--- config.mk ---
export PLATFORM = sky130hd
export DESIGN_NAME = point_polyline_min_distance_flat
export DESIGN_NICKNAME = d
export VERILOG_FILES = /design/src/hdl/ppmd_pkg.sv /design/src/hdl/ppmd_vert_if.sv /design/src/hdl/ppmd_res_if.sv /design/src/hdl/point_polyline_min_distance.sv /design/src/flat_wrapper.sv
export SDC_FILE = /design/constraint.sdc
export NUM_CORES = 2
export LEC_CHECK = 0
export ABC_AREA = 1
export CAP_MARGIN = 30
export CORE_UTILIZATION = 53
export DETAILED_ROUTE_END_ITERATION = 10
export DONT_BUFFER_PORTS = 1
export GPL_TIMING_DRIVEN = 0
export HOLD_SLACK_MARGIN = 0.15
export PLACE_DENSITY_LB_ADDON = 0.05
export SYNTH_ARGS = -nofsm -noshare
export SYNTH_HDL_FRONTEND = slang
export SYNTH_SLANG_ARGS = --single-unit
export TNS_END_PERCENT = 1
--- constraint.sdc ---
create_clock -name clk -period 7.2 [get_ports clk]
set_clock_uncertainty 0.05 [all_clocks]
set_input_delay 1.08 -clock clk [delete_from_list [all_inputs] [get_ports clk]]
set_output_delay 1.08 -clock clk [all_outputs]
set_load 0.005 [all_outputs]
--- src/hdl/ppmd_pkg.sv ---
package ppmd_pkg;

  // default geometry
  localparam int COORD_BITS_DEF = 16;
  localparam int FRAC_BITS_DEF  = 16;

  // configuration register map
  localparam int CFG_IDX_W = 1;
  localparam logic [CFG_IDX_W-1:0] REG_QUERY_X = 1'd0;
  localparam logic [CFG_IDX_W-1:0] REG_QUERY_Y = 1'd1;

endpackage

--- src/hdl/ppmd_vert_if.sv ---
interface ppmd_vert_if
  import ppmd_pkg::*;
#(
  parameter int COORD_BITS = COORD_BITS_DEF
);
  logic                         valid;
  logic                         ready;
  logic signed [COORD_BITS-1:0] vertex_x;
  logic signed [COORD_BITS-1:0] vertex_y;
  logic                         first_vertex;
  logic                         last_vertex;

  modport source (output valid, vertex_x, vertex_y, first_vertex, last_vertex,
                  input ready);
  modport sink   (input valid, vertex_x, vertex_y, first_vertex, last_vertex,
                  output ready);
endinterface

--- src/hdl/ppmd_res_if.sv ---
interface ppmd_res_if
  import ppmd_pkg::*;
#(
  parameter int COORD_BITS = COORD_BITS_DEF
);
  localparam int DIST_W = 2 * COORD_BITS + 2;

  logic                         valid;
  logic                         ready;
  logic        [DIST_W-1:0]     min_dist_sq;
  logic signed [COORD_BITS-1:0] nearest_x;
  logic signed [COORD_BITS-1:0] nearest_y;
  logic                         no_segment;

  modport source (output valid, min_dist_sq, nearest_x, nearest_y, no_segment,
                  input ready);
  modport sink   (input valid, min_dist_sq, nearest_x, nearest_y, no_segment,
                  output ready);
endinterface

--- src/hdl/point_polyline_min_distance.sv ---
// Smallest squared distance from a query point (cfg registers 0 and 1) to a
// polyline whose vertices arrive one word at a time. Each vertex after the
// first closes a segment; its nearest point is found by projection with a
// Q0.FRAC_BITS parameter and rounded, and the closest segment is kept (the
// earlier one on a tie). A word flagged last_vertex yields one result word,
// with no_segment set if no segment was formed. One shared signed multiplier
// and a radix-2 restoring divider under a small sequencer do all the work,
// so one vertex is accepted at a time. A vertex that closes no segment
// needs no arithmetic; a segment passes the multiply, decide and distance
// steps, and one whose nearest point lies inside it also the divide and
// project steps, the divider giving one quotient bit per cycle. A last
// vertex then passes the emit step, which waits while an earlier result
// still sits in the output register; the register holds the result until
// taken while the next vertex is already being processed.
module point_polyline_min_distance
  import ppmd_pkg::*;
#(
  parameter int COORD_BITS = COORD_BITS_DEF,
  parameter int FRAC_BITS  = FRAC_BITS_DEF
) (
  input  logic                  clk,
  input  logic                  rst_n,
  input  logic                  cfg_we,
  input  logic [CFG_IDX_W-1:0]  cfg_index,
  input  logic [COORD_BITS-1:0] cfg_wdata,
  ppmd_vert_if.sink             in_vert,
  ppmd_res_if.source            out_res
);

  localparam int DW     = COORD_BITS + 1;                 // coordinate differences
  localparam int DIST_W = 2 * COORD_BITS + 2;             // lengths and distances
  localparam int OPW    = (DW > FRAC_BITS + 1) ? DW : FRAC_BITS + 1;
  localparam int PW     = 2 * OPW;                        // product
  localparam int ACC_W  = PW + 2;                         // accumulator
  localparam int CNT_W  = $clog2(FRAC_BITS);
  localparam logic [DIST_W-1:0] NO_BEST = '1;
  localparam logic signed [ACC_W-1:0] HALF = ACC_W'(2 ** (FRAC_BITS - 1));

  typedef enum logic [2:0] {
    S_IDLE, S_MUL, S_DECIDE, S_DIV, S_PROJ, S_DIST, S_EMIT
  } state_t;

  state_t                  state_r;
  logic [2:0]              step_r;
  logic [CNT_W-1:0]        cnt_r;

  logic signed [COORD_BITS-1:0] query_x_r, query_y_r;
  logic signed [COORD_BITS-1:0] prev_x_r, prev_y_r;
  logic                         have_prev_r;
  logic        [DIST_W-1:0]     best_r;
  logic signed [COORD_BITS-1:0] best_x_r, best_y_r;
  logic                         last_r;

  // segment working registers
  logic signed [COORD_BITS-1:0] sx_r, sy_r;
  logic signed [DW-1:0]         a_r, b_r, c_r, d_r;
  logic signed [DW-1:0]         off_x_r, off_y_r;
  logic signed [PW-1:0]         prod_r;
  logic signed [ACC_W-1:0]      acc_r;
  logic        [DIST_W-1:0]     len_r;
  logic        [DIST_W-1:0]     rem_r;
  logic        [FRAC_BITS-1:0]  quo_r;

  // result register
  logic                         out_valid_r;
  logic        [DIST_W-1:0]     out_dist_r;
  logic signed [COORD_BITS-1:0] out_x_r, out_y_r;
  logic                         out_nos_r;

  logic signed [OPW-1:0]   op_a, op_b;
  logic signed [PW-1:0]    prod_nxt;
  logic signed [DW-1:0]    dx_w, dy_w;
  logic signed [ACC_W-1:0] rnd_sum, rnd_sh;
  logic        [DIST_W:0]  rem2;
  logic        [DIST_W:0]  rem_diff;
  logic                    rem_ge;
  logic signed [DW-1:0]    mx_w, my_w;
  logic signed [DW-1:0]    qx_w, qy_w, px_w, py_w, vx_w, vy_w;
  logic                    emit_ok;

  // handshake
  assign in_vert.ready       = (state_r == S_IDLE);
  assign out_res.valid       = out_valid_r;
  assign out_res.min_dist_sq = out_dist_r;
  assign out_res.nearest_x   = out_x_r;
  assign out_res.nearest_y   = out_y_r;
  assign out_res.no_segment  = out_nos_r;
  assign emit_ok             = !out_valid_r || out_res.ready;

  // widened coordinates
  assign qx_w = DW'(query_x_r);
  assign qy_w = DW'(query_y_r);
  assign px_w = DW'(prev_x_r);
  assign py_w = DW'(prev_y_r);
  assign vx_w = DW'(in_vert.vertex_x);
  assign vy_w = DW'(in_vert.vertex_y);

  // offset from the candidate nearest point to the query point
  assign dx_w = a_r - off_x_r;
  assign dy_w = b_r - off_y_r;

  // shared multiplier operand selection
  always_comb begin
    op_a = '0;
    op_b = '0;
    unique case (state_r)
      S_MUL: begin
        unique case (step_r)
          3'd0:    begin op_a = OPW'(c_r); op_b = OPW'(c_r); end
          3'd1:    begin op_a = OPW'(d_r); op_b = OPW'(d_r); end
          3'd2:    begin op_a = OPW'(a_r); op_b = OPW'(c_r); end
          3'd3:    begin op_a = OPW'(b_r); op_b = OPW'(d_r); end
          default: begin op_a = '0; op_b = '0; end
        endcase
      end
      S_PROJ: begin
        unique case (step_r)
          3'd0:    begin op_a = OPW'(quo_r); op_b = OPW'(c_r); end
          3'd1:    begin op_a = OPW'(quo_r); op_b = OPW'(d_r); end
          default: begin op_a = '0; op_b = '0; end
        endcase
      end
      S_DIST: begin
        unique case (step_r)
          3'd0:    begin op_a = OPW'(dx_w); op_b = OPW'(dx_w); end
          3'd1:    begin op_a = OPW'(dy_w); op_b = OPW'(dy_w); end
          default: begin op_a = '0; op_b = '0; end
        endcase
      end
      default: begin op_a = '0; op_b = '0; end
    endcase
  end

  assign prod_nxt = op_a * op_b;

  // round param * delta to nearest, halves upwards
  assign rnd_sum = ACC_W'(prod_r) + HALF;
  assign rnd_sh  = rnd_sum >>> FRAC_BITS;

  // divider step
  assign rem2     = {rem_r, 1'b0};
  assign rem_diff = rem2 - {1'b0, len_r};
  assign rem_ge   = (rem2 >= {1'b0, len_r});

  // candidate nearest point
  assign mx_w = DW'(sx_r) + off_x_r;
  assign my_w = DW'(sy_r) + off_y_r;

  // sequencer, datapath and result register
  always_ff @(posedge clk) begin
    if (!rst_n) begin
      state_r     <= S_IDLE;
      step_r      <= '0;
      cnt_r       <= '0;
      query_x_r   <= '0;
      query_y_r   <= '0;
      prev_x_r    <= '0;
      prev_y_r    <= '0;
      have_prev_r <= 1'b0;
      best_r      <= NO_BEST;
      best_x_r    <= '0;
      best_y_r    <= '0;
      last_r      <= 1'b0;
      out_valid_r <= 1'b0;
    end else begin
      prod_r <= prod_nxt;

      // word taken; the emit step reloads it itself
      if (out_res.ready && state_r != S_EMIT) begin
        out_valid_r <= 1'b0;
      end

      // configuration writes
      if (cfg_we) begin
        unique case (cfg_index)
          REG_QUERY_X: query_x_r <= cfg_wdata;
          REG_QUERY_Y: query_y_r <= cfg_wdata;
          default: ;
        endcase
      end

      unique case (state_r)
        S_IDLE: begin
          if (in_vert.valid) begin
            sx_r        <= prev_x_r;
            sy_r        <= prev_y_r;
            a_r         <= qx_w - px_w;
            b_r         <= qy_w - py_w;
            c_r         <= vx_w - px_w;
            d_r         <= vy_w - py_w;
            last_r      <= in_vert.last_vertex;
            prev_x_r    <= in_vert.vertex_x;
            prev_y_r    <= in_vert.vertex_y;
            have_prev_r <= 1'b1;
            step_r      <= '0;
            if (in_vert.first_vertex) begin
              best_r   <= NO_BEST;
              best_x_r <= '0;
              best_y_r <= '0;
            end
            priority if (have_prev_r && !in_vert.first_vertex) begin
              state_r <= S_MUL;
            end else if (in_vert.last_vertex) begin
              state_r <= S_EMIT;
            end else begin
              state_r <= S_IDLE;
            end
          end
        end

        // len = c*c + d*d, dot = a*c + b*d
        S_MUL: begin
          step_r <= step_r + 3'd1;
          unique case (step_r)
            3'd1:    acc_r <= ACC_W'(prod_r);
            3'd2:    acc_r <= acc_r + ACC_W'(prod_r);
            3'd3:    begin
              len_r <= acc_r[DIST_W-1:0];
              acc_r <= ACC_W'(prod_r);
            end
            3'd4:    begin
              acc_r   <= acc_r + ACC_W'(prod_r);
              state_r <= S_DECIDE;
            end
            default: ;
          endcase
        end

        // clamp to an end point or start the division
        S_DECIDE: begin
          step_r <= '0;
          priority if (len_r == '0 || acc_r <= 0) begin
            off_x_r <= '0;
            off_y_r <= '0;
            state_r <= S_DIST;
          end else if (acc_r >= $signed(ACC_W'(len_r))) begin
            off_x_r <= c_r;
            off_y_r <= d_r;
            state_r <= S_DIST;
          end else begin
            rem_r   <= acc_r[DIST_W-1:0];
            quo_r   <= '0;
            cnt_r   <= '0;
            state_r <= S_DIV;
          end
        end

        // param = floor(dot * 2^FRAC_BITS / len), one bit per cycle
        S_DIV: begin
          if (rem_ge) begin
            rem_r <= rem_diff[DIST_W-1:0];
          end else begin
            rem_r <= rem2[DIST_W-1:0];
          end
          quo_r <= {quo_r[FRAC_BITS-2:0], rem_ge};
          cnt_r <= cnt_r + 1'b1;
          if (cnt_r == CNT_W'(FRAC_BITS - 1)) begin
            step_r  <= '0;
            state_r <= S_PROJ;
          end
        end

        // rounded offsets along the segment
        S_PROJ: begin
          unique case (step_r)
            3'd1:    begin
              off_x_r <= rnd_sh[DW-1:0];
              step_r  <= 3'd2;
            end
            3'd2:    begin
              off_y_r <= rnd_sh[DW-1:0];
              step_r  <= '0;
              state_r <= S_DIST;
            end
            default: step_r <= 3'd1;
          endcase
        end

        // squared distance and running minimum
        S_DIST: begin
          step_r <= step_r + 3'd1;
          unique case (step_r)
            3'd1:    acc_r <= ACC_W'(prod_r);
            3'd2:    acc_r <= acc_r + ACC_W'(prod_r);
            3'd3:    begin
              if (acc_r[DIST_W-1:0] < best_r) begin
                best_r   <= acc_r[DIST_W-1:0];
                best_x_r <= mx_w[COORD_BITS-1:0];
                best_y_r <= my_w[COORD_BITS-1:0];
              end
              state_r <= last_r ? S_EMIT : S_IDLE;
            end
            default: ;
          endcase
        end

        // hand the result over and clear the search
        S_EMIT: begin
          if (emit_ok) begin
            out_valid_r <= 1'b1;
            if (best_r == NO_BEST) begin
              out_dist_r <= '0;
              out_x_r    <= '0;
              out_y_r    <= '0;
              out_nos_r  <= 1'b1;
            end else begin
              out_dist_r <= best_r;
              out_x_r    <= best_x_r;
              out_y_r    <= best_y_r;
              out_nos_r  <= 1'b0;
            end
            have_prev_r <= 1'b0;
            best_r      <= NO_BEST;
            best_x_r    <= '0;
            best_y_r    <= '0;
            state_r     <= S_IDLE;
          end
        end

        default: state_r <= S_IDLE;
      endcase
    end
  end

  // the divider only runs on a non-degenerate segment
  a_div_len: assert property (@(posedge clk) disable iff (!rst_n)
    (state_r == S_DIV) |-> (len_r != '0))
    else $error("division started on a zero-length segment");

  // restoring remainder stays below the divisor
  a_div_rem: assert property (@(posedge clk) disable iff (!rst_n)
    (state_r == S_DIV) |-> (rem_r < len_r))
    else $error("divider remainder out of range");

  // a found minimum implies an open polyline
  a_best_prev: assert property (@(posedge clk) disable iff (!rst_n)
    (best_r != NO_BEST) |-> have_prev_r)
    else $error("minimum held without a polyline in progress");

  // an empty result carries zero fields
  a_empty: assert property (@(posedge clk) disable iff (!rst_n)
    (out_valid_r && out_nos_r) |-> (out_dist_r == '0 && out_x_r == '0 && out_y_r == '0))
    else $error("empty result with non-zero fields");

  // a result word is only loaded from the emit state
  a_emit: assert property (@(posedge clk) disable iff (!rst_n)
    (out_valid_r && !$past(out_valid_r)) |-> ($past(state_r) == S_EMIT))
    else $error("result word appeared outside the emit step");

endmodule

--- src/flat_wrapper.sv ---
// flat-port wrapper written by rule: the top's interface ports become plain ports
module point_polyline_min_distance_flat import ppmd_pkg::*;
#(
  parameter int COORD_BITS = COORD_BITS_DEF,
  parameter int FRAC_BITS  = FRAC_BITS_DEF
)
  (clk, rst_n, cfg_we, cfg_index, cfg_wdata, in_vert_valid, in_vert_vertex_x, in_vert_vertex_y, in_vert_first_vertex, in_vert_last_vertex, in_vert_ready, out_res_valid, out_res_min_dist_sq, out_res_nearest_x, out_res_nearest_y, out_res_no_segment, out_res_ready);
  ppmd_vert_if #(.COORD_BITS(COORD_BITS)) in_vert_i ();
  ppmd_res_if #(.COORD_BITS(COORD_BITS)) out_res_i ();
  input  logic clk;
  input  logic rst_n;
  input  logic cfg_we;
  input  logic [CFG_IDX_W-1:0] cfg_index;
  input  logic [COORD_BITS-1:0] cfg_wdata;
  input wire logic [$bits(in_vert_i.valid)-1:0] in_vert_valid;
  input wire logic [$bits(in_vert_i.vertex_x)-1:0] in_vert_vertex_x;
  input wire logic [$bits(in_vert_i.vertex_y)-1:0] in_vert_vertex_y;
  input wire logic [$bits(in_vert_i.first_vertex)-1:0] in_vert_first_vertex;
  input wire logic [$bits(in_vert_i.last_vertex)-1:0] in_vert_last_vertex;
  output wire logic [$bits(in_vert_i.ready)-1:0] in_vert_ready;
  output wire logic [$bits(out_res_i.valid)-1:0] out_res_valid;
  output wire logic [$bits(out_res_i.min_dist_sq)-1:0] out_res_min_dist_sq;
  output wire logic [$bits(out_res_i.nearest_x)-1:0] out_res_nearest_x;
  output wire logic [$bits(out_res_i.nearest_y)-1:0] out_res_nearest_y;
  output wire logic [$bits(out_res_i.no_segment)-1:0] out_res_no_segment;
  input wire logic [$bits(out_res_i.ready)-1:0] out_res_ready;
  assign in_vert_i.valid = in_vert_valid;
  assign in_vert_i.vertex_x = in_vert_vertex_x;
  assign in_vert_i.vertex_y = in_vert_vertex_y;
  assign in_vert_i.first_vertex = in_vert_first_vertex;
  assign in_vert_i.last_vertex = in_vert_last_vertex;
  assign in_vert_ready = in_vert_i.ready;
  assign out_res_valid = out_res_i.valid;
  assign out_res_min_dist_sq = out_res_i.min_dist_sq;
  assign out_res_nearest_x = out_res_i.nearest_x;
  assign out_res_nearest_y = out_res_i.nearest_y;
  assign out_res_no_segment = out_res_i.no_segment;
  assign out_res_i.ready = out_res_ready;
  point_polyline_min_distance #(.COORD_BITS(COORD_BITS), .FRAC_BITS(FRAC_BITS)) u_core (.clk(clk), .rst_n(rst_n), .cfg_we(cfg_we), .cfg_index(cfg_index), .cfg_wdata(cfg_wdata), .in_vert(in_vert_i), .out_res(out_res_i));
endmodule
# Yosys cells after proc, flatten, opt, wreduce, memory -nomap -nowiden
# Cells that the tools add are included.
[totals] ff_bits=498 latchBits=0 ramBits=0 romBits=0 input_bits=56 out_inout_bits=69 elab_cells=177 n_memories=0
[classes] add_sub_neg=13 n_mul=1 n_div=0 order_cmp=4 eq_ne=27 shift=0 muxes=66 n_bitwise=1 n_reduce_logical=35
[op_table] cell="34-bit two-way mux" count=8
[op_table] cell="36-bit one-hot mux with 2 select lines" count=3
[op_table] cell="17-bit one-hot mux with 2 select lines" count=5
[op_table] cell="16-bit two-way mux" count=10
[op_table] cell="17-bit two-way mux" count=6
[op_table] cell="17-bit one-hot mux with 3 select lines" count=2
[op_table] cell="34-bit one-hot mux with 3 select lines" count=1
[op_table] cell="16-bit one-hot mux with 3 select lines" count=2
[op_table] cell="17-bit one-hot mux with 4 select lines" count=1
[op_table] cell="34-bit one-hot mux with 2 select lines" count=1
[op_table] cell="16-bit by 16-bit subtractor with 17-bit output" count=4
[op_table] cell="3-bit two-way mux" count=13
[op_table] cell="36-bit by 34-bit adder with 36-bit output" count=1
[op_table] cell="36-bit by 35-bit >= comparator with 1-bit output" count=1
[op_table] cell="36-bit by 1-bit less-or-equal comparator with 1-bit output, second input constant" count=1
[op_table] cell="35-bit by 34-bit >= comparator with 1-bit output" count=1
[op_table] cell="34-bit equality test, second input constant" count=1
[op_table] cell="34-bit logical NOT" count=1
[op_table] cell="34-bit less-than comparator" count=1
[op_table] cell="17-bit by 17-bit multiplier with 34-bit output" count=1
[op_table] cell="17-bit subtractor" count=2
[op_table] cell="34-bit subtractor" count=1
[op_table] cell="33-bit by 17-bit adder with 33-bit output, second input constant" count=1
[op_table] cell="16-bit adder" count=2
[op_table] cell="31 further kinds" count=77

# Logic depth before layout (Yosys ltp)
[depth] word_depth=5 ltp_mapped=41 depth_no_buf=40

# Least setup slack after synthesis
# No wires, ideal clock.
[synth_timing] path_kind="reg-to-reg" startpoint="register u_core.b_r[0]" endpoint="register u_core.prod_r[29] (data pin)" setup_ns=0.252 arrival_time_ns=6.949 required_time_ns=6.898 setup_slack_ns=-0.052 path_stages_with_launch=39 path_buffers=1 period_less_slack_ns=7.252 path_cell_list="edfxtp_1 inv_1 ha_1 inv_1 fa_1 nand3_1 nand2_1 nand2_1 nand2_1 nand2_1 nand2_1 a21oi_1 o21ai_0 nand2_1 nand2_1 nand3_1 buf_2 nand2_1 (+3 left out) inv_1 fa_1 inv_1 fa_1 fa_1 inv_1 fa_1 inv_1 ha_1 nand2_1 nor2_1 nand4_1 o21ai_0 a21oi_1 o21bai_1 nand2_1 nand3_1 nand2_1"
[synth_via] elab_chain_len=4 elab_cells_between_ends=6 classes_between="add/sub: 1; mul: 1; mux: 4"
[synth_rtl] element="start: declaration" line="point_polyline_min_distance.sv:56" text="logic signed [DW-1:0] a_r, b_r, c_r, d_r;"
[synth_rtl] element="start signal: assignment" line="point_polyline_min_distance.sv:188" text="b_r <= qy_w - py_w;"
[synth_rtl] element="17-bit subtractor" line="point_polyline_min_distance.sv:100" text="assign dy_w = b_r - off_y_r;"
[synth_rtl] element="17-bit one-hot mux with 2 select lines" line="point_polyline_min_distance.sv:124" text="unique case (step_r)"
[synth_rtl] element="17-bit one-hot mux with 3 select lines" line="point_polyline_min_distance.sv:106" text="unique case (state_r)"
[synth_rtl] element="17-bit by 17-bit multiplier with 34-bit output (*)" line="point_polyline_min_distance.sv:134" text="assign prod_nxt = op_a * op_b;"
[synth_rtl] element="named net u_core.prod_nxt[29]" line="point_polyline_min_distance.sv:71" text="logic signed [PW-1:0] prod_nxt;"
[synth_rtl] element="end signal: assignment" line="point_polyline_min_distance.sv:166" text="prod_r <= prod_nxt;"
[synth_rtl] element="end: declaration" line="point_polyline_min_distance.sv:58" text="logic signed [PW-1:0] prod_r;"
# Mark *: on every way through the listed nets, which the timed path passes. The rest lies on a longest branch.
# A chain may end at the register's enable or synchronous reset.

# Worst setup path in the final report
[layout_timing] startpoint="register u_core.step_r[1]" endpoint="register u_core.prod_r[26] (data pin)"
[layout_via] elab_chain_len=5 elab_cells_between_ends=15 classes_between="mul: 1; eq/ne: 3; mux: 7; reduce/logical: 4"
[layout_rtl] element="start: declaration" line="point_polyline_min_distance.sv:44" text="logic [2:0] step_r;"
[layout_rtl] element="start signal: assignment" line="point_polyline_min_distance.sv:213" text="step_r <= step_r + 3'd1;"
[layout_rtl] element="start signal: assignment" line="point_polyline_min_distance.sv:281" text="step_r <= step_r + 3'd1;"
[layout_rtl] element="3-bit by 1-bit equality test with 1-bit output (tied with other cells)" line="point_polyline_min_distance.sv:108, point_polyline_min_distance.sv:117, point_polyline_min_distance.sv:124"
[layout_rtl] element="2-bit OR reduction (no line)"
[layout_rtl] element="17-bit one-hot mux with 2 select lines or 16-bit two-way mux (tied branches)" line="point_polyline_min_distance.sv:108, point_polyline_min_distance.sv:117"
[layout_rtl] element="17-bit one-hot mux with 3 select lines" line="point_polyline_min_distance.sv:106"
[layout_rtl] element="17-bit by 17-bit multiplier with 34-bit output (*)" line="point_polyline_min_distance.sv:134"
[layout_rtl] element="named net u_core.prod_nxt[26]" line="point_polyline_min_distance.sv:71"
# Marked as above.

==> results.md <==
* Status: finished, violations left
* Failing checks: setup timing
* Final max-slew violation count at 0
* Register area share after synthesis at 0.306
* Pin count of the biggest net entering global routing at 38
* Avg WL per Cell at approximately 23 um
* Grt met3 use at 0.0613
* Starting Density at 0.537
* Met1 Resource Use GR at 0.468
* Hold WC Path Type: reg -> reg
* Post-synth top cells: nand2_1, inv_1, nor2_1
* Setup crit end kind: flop
* Syn-to-layout area delta at 15.2%
* Cts-stage hold buffer count at 0
* Final ANT Viol Nets at 0
* Hold slack final at about 380 ps
* Root buf cell: clkbuf_16
* Synthesis warning total at 0
* CTS tree: yes
* Top Usage Layer GRT: met2
* Drt pass-1 iters at 6
* Avg Vias per Cell at ~5.7
* Critical setup path kind: reg -> reg
* Met2 usage at 0.605
* Die area at between 80000 and 90000 um^2
* RSZ-0062 raised after global routing: yes
* Layout Utilization at 0.618
* WP data arrival at 7880 ps
* Worst path max stage delay at roughly 550 ps
* Non-Filler Instances at between 6k and 7k
* Share of Yosys cell area claimed by the top area cell type at 0.241
* Post-DP HPWL at 126000 um
* Mapped Area at 44200 um^2
* DRT Wirelength at around 150000 um
* Post-synth EDFFs at between 300 and 400
* Fraction of registers with async set/reset at 0
* Worst slew margin at 0.294
* Power density over the cells at between 300 and 400 nW/um^2
* Total vias in the final route at 39.3k
* Die Wd at 291 um
* Worst skew pair latency at between 600 and 700 ps
* Placed Area at about 46000 um^2
* GRT Util Overall at 0.364
* Highest Clock Rate at 0.133 GHz
* CP required at 7560 ps
* Clock-pin slew on the worst setup and hold paths at 70 ps
* Share of cells above drive strength 1 at 0.124
* Most used cell, CP: fa_1
* Buffers and inverters on the worst path at 9
* Global-route wire length before repair at 232000 um
* Part of the cycle the worst path needs at 1.05
* Gate Count Post-Synth at ~5.5k
* Final nets at roughly 6.5k
* Final Hold Viols at 0
* Slew of the pin with the lowest slew margin at 1060 ps
* Core box area at between 80000 and 90000 um^2
* Initial antenna violation count at 2
* Clock H-tree levels at 2
* Clock buffer depth at 3
* Worst path slowest cell: fa_1
* Cell area after layout at 50900 um^2
* Post-synth top area cell: edfxtp_1
* VDD IR max at 0.217 mV
* Max-cap violations at 0
* Die height at approximately 290 um
* DR DRC count at 0
* Leak at ~24 nW
* Placer Congestion at between 1 and 1.5
* I/O Buffers at 0
* Top FF cell, synth: edfxtp_1
* Mapped Nets at 6245
* TritonCTS buffer count at 57
* Gr ovfl total at 0
* Number of core rows at about 110
* CP startpoint kind: flop
* IO Pins at approximately 130
* CTS sink cnt at 498
* Post-synthesis register bit count at 498
* Shortest period the worst path allows at 7520 ps
* Netlist cell types at 63
* Vias in the first global route at approximately 39k
* Crit path max fanout at 10
* Top-count cell post-synth: nand2_1
* Power, Total at around 19 mW
* Final Setup Violations at 16
* Kind of cell adding the most delay to the critical path: adder cells
* Number of DRC markers in iteration 0 at about 3.3k
* Fin worst setup slack at -324 ps
* Synth top area cells: edfxtp_1, fa_1, ha_1, nand2_1, inv_1
* Syn Area/Cell at around 8.0 um^2
* Dpl cells at 6614
-- metrics by stage --
step	setup TNS, ps	worst slack [ps]
after floorplan	0	47.5
after global placement	-352180	-2480
after detailed placement	-22800	-1610
after CTS	-2200	-258
after global routing	-7050	-506
final	-3300	-324
-- metal layers --
metal  vias to the layer above  wire length, um
li1                      18500                -
met5                         -               13
met3                       331            11200
met2                      1482            72100
met4                         2             7800
met1                     19000            63700
-- registers in the layout (all words and copies together) (netlist names), 17 cells and up --
register and cells:
u_core.d_r 17, u_core.off_y_r 17, u_core.c_r 17, u_core.a_r 17, u_core.rem_r 34, u_core.b_r 17, u_core.acc_r 36, u_core.len_r 34
u_core.prod_r 34, u_core.out_res.min_dist_sq 34, u_core.best_r 34, u_core.off_x_r 17
-- worst paths after layout --
path	start	endpoint	slack (ps)	depth (start not counted)
min	u_core.prev_y_r[3]	u_core.sy_r[3]	380	0
max	u_core.step_r[1]	u_core.prod_r[26]	-320	29
min reg2reg	u_core.prev_y_r[3]	u_core.sy_r[3]	380	0
max reg2reg	u_core.step_r[1]	u_core.prod_r[26]	-320	29
-- power by group --
group	leakage (nW)	internal [mW]	switching [mW]
sequential	4.52	3.94	0.636
clock	0.993	1.83	1.31
combinational	18.5	3.95	7.05
total	24.0	9.72	9.00
-- cells in the final DEF (no fill, tap or decap), types with 42 or more instances in the layout --
master	netlist	final
inv_1	973	935
ha_1	353	309
xor2_1	73	68
o21ai_0	278	243
nand2_1	1140	1076
clkbuf_16	0	58
xnor2_1	75	71
o21ai_1	44	67
nor2_1	546	522
edfxtp_1	355	355
clkbuf_1	62	67
fa_1	307	285
a21oi_1	418	373
o22ai_1	42	42
dfxtp_1	143	142
buf_4	16	165
nand4_1	59	59
nand2_2	6	47
nand3_1	247	230
inv_2	16	48
-- repair_timing --
action	in CTS	in global routing
setup buffers	108	48
pin swaps	144	88
resized for setup	325	136
setup endpoints to repair	23	21
endpoints found under the hold margin	0	0
-- layout make-up --
cell class / count / area [um^2]
fillers: 7382 / 31400
multi-input cells: 3898 / 27800
flip-flops and latches: 498 / 13500
inverters: 993 / 3740
clock buffers: 73 / 1590
repair buffers: 170 / 1540
well taps: 1070 / 1340
plain buffers: 140 / 840
clock inverters: 35 / 462
diodes: 2 / 5.00
-- kinds of logic after synthesis --
group                      after synthesis  share of synthesized area
and+or+nand+nor                       2118                      0.199
xor gates and xnor gates               148                     0.0294
adders and majority gates              660                      0.239
DFF                                    498                      0.306
AOI/OAI and AO/OA                      972                      0.127
buffers and inverters                 1133                     0.0995
No activity file was read; power rests on OpenSTA's default activity.
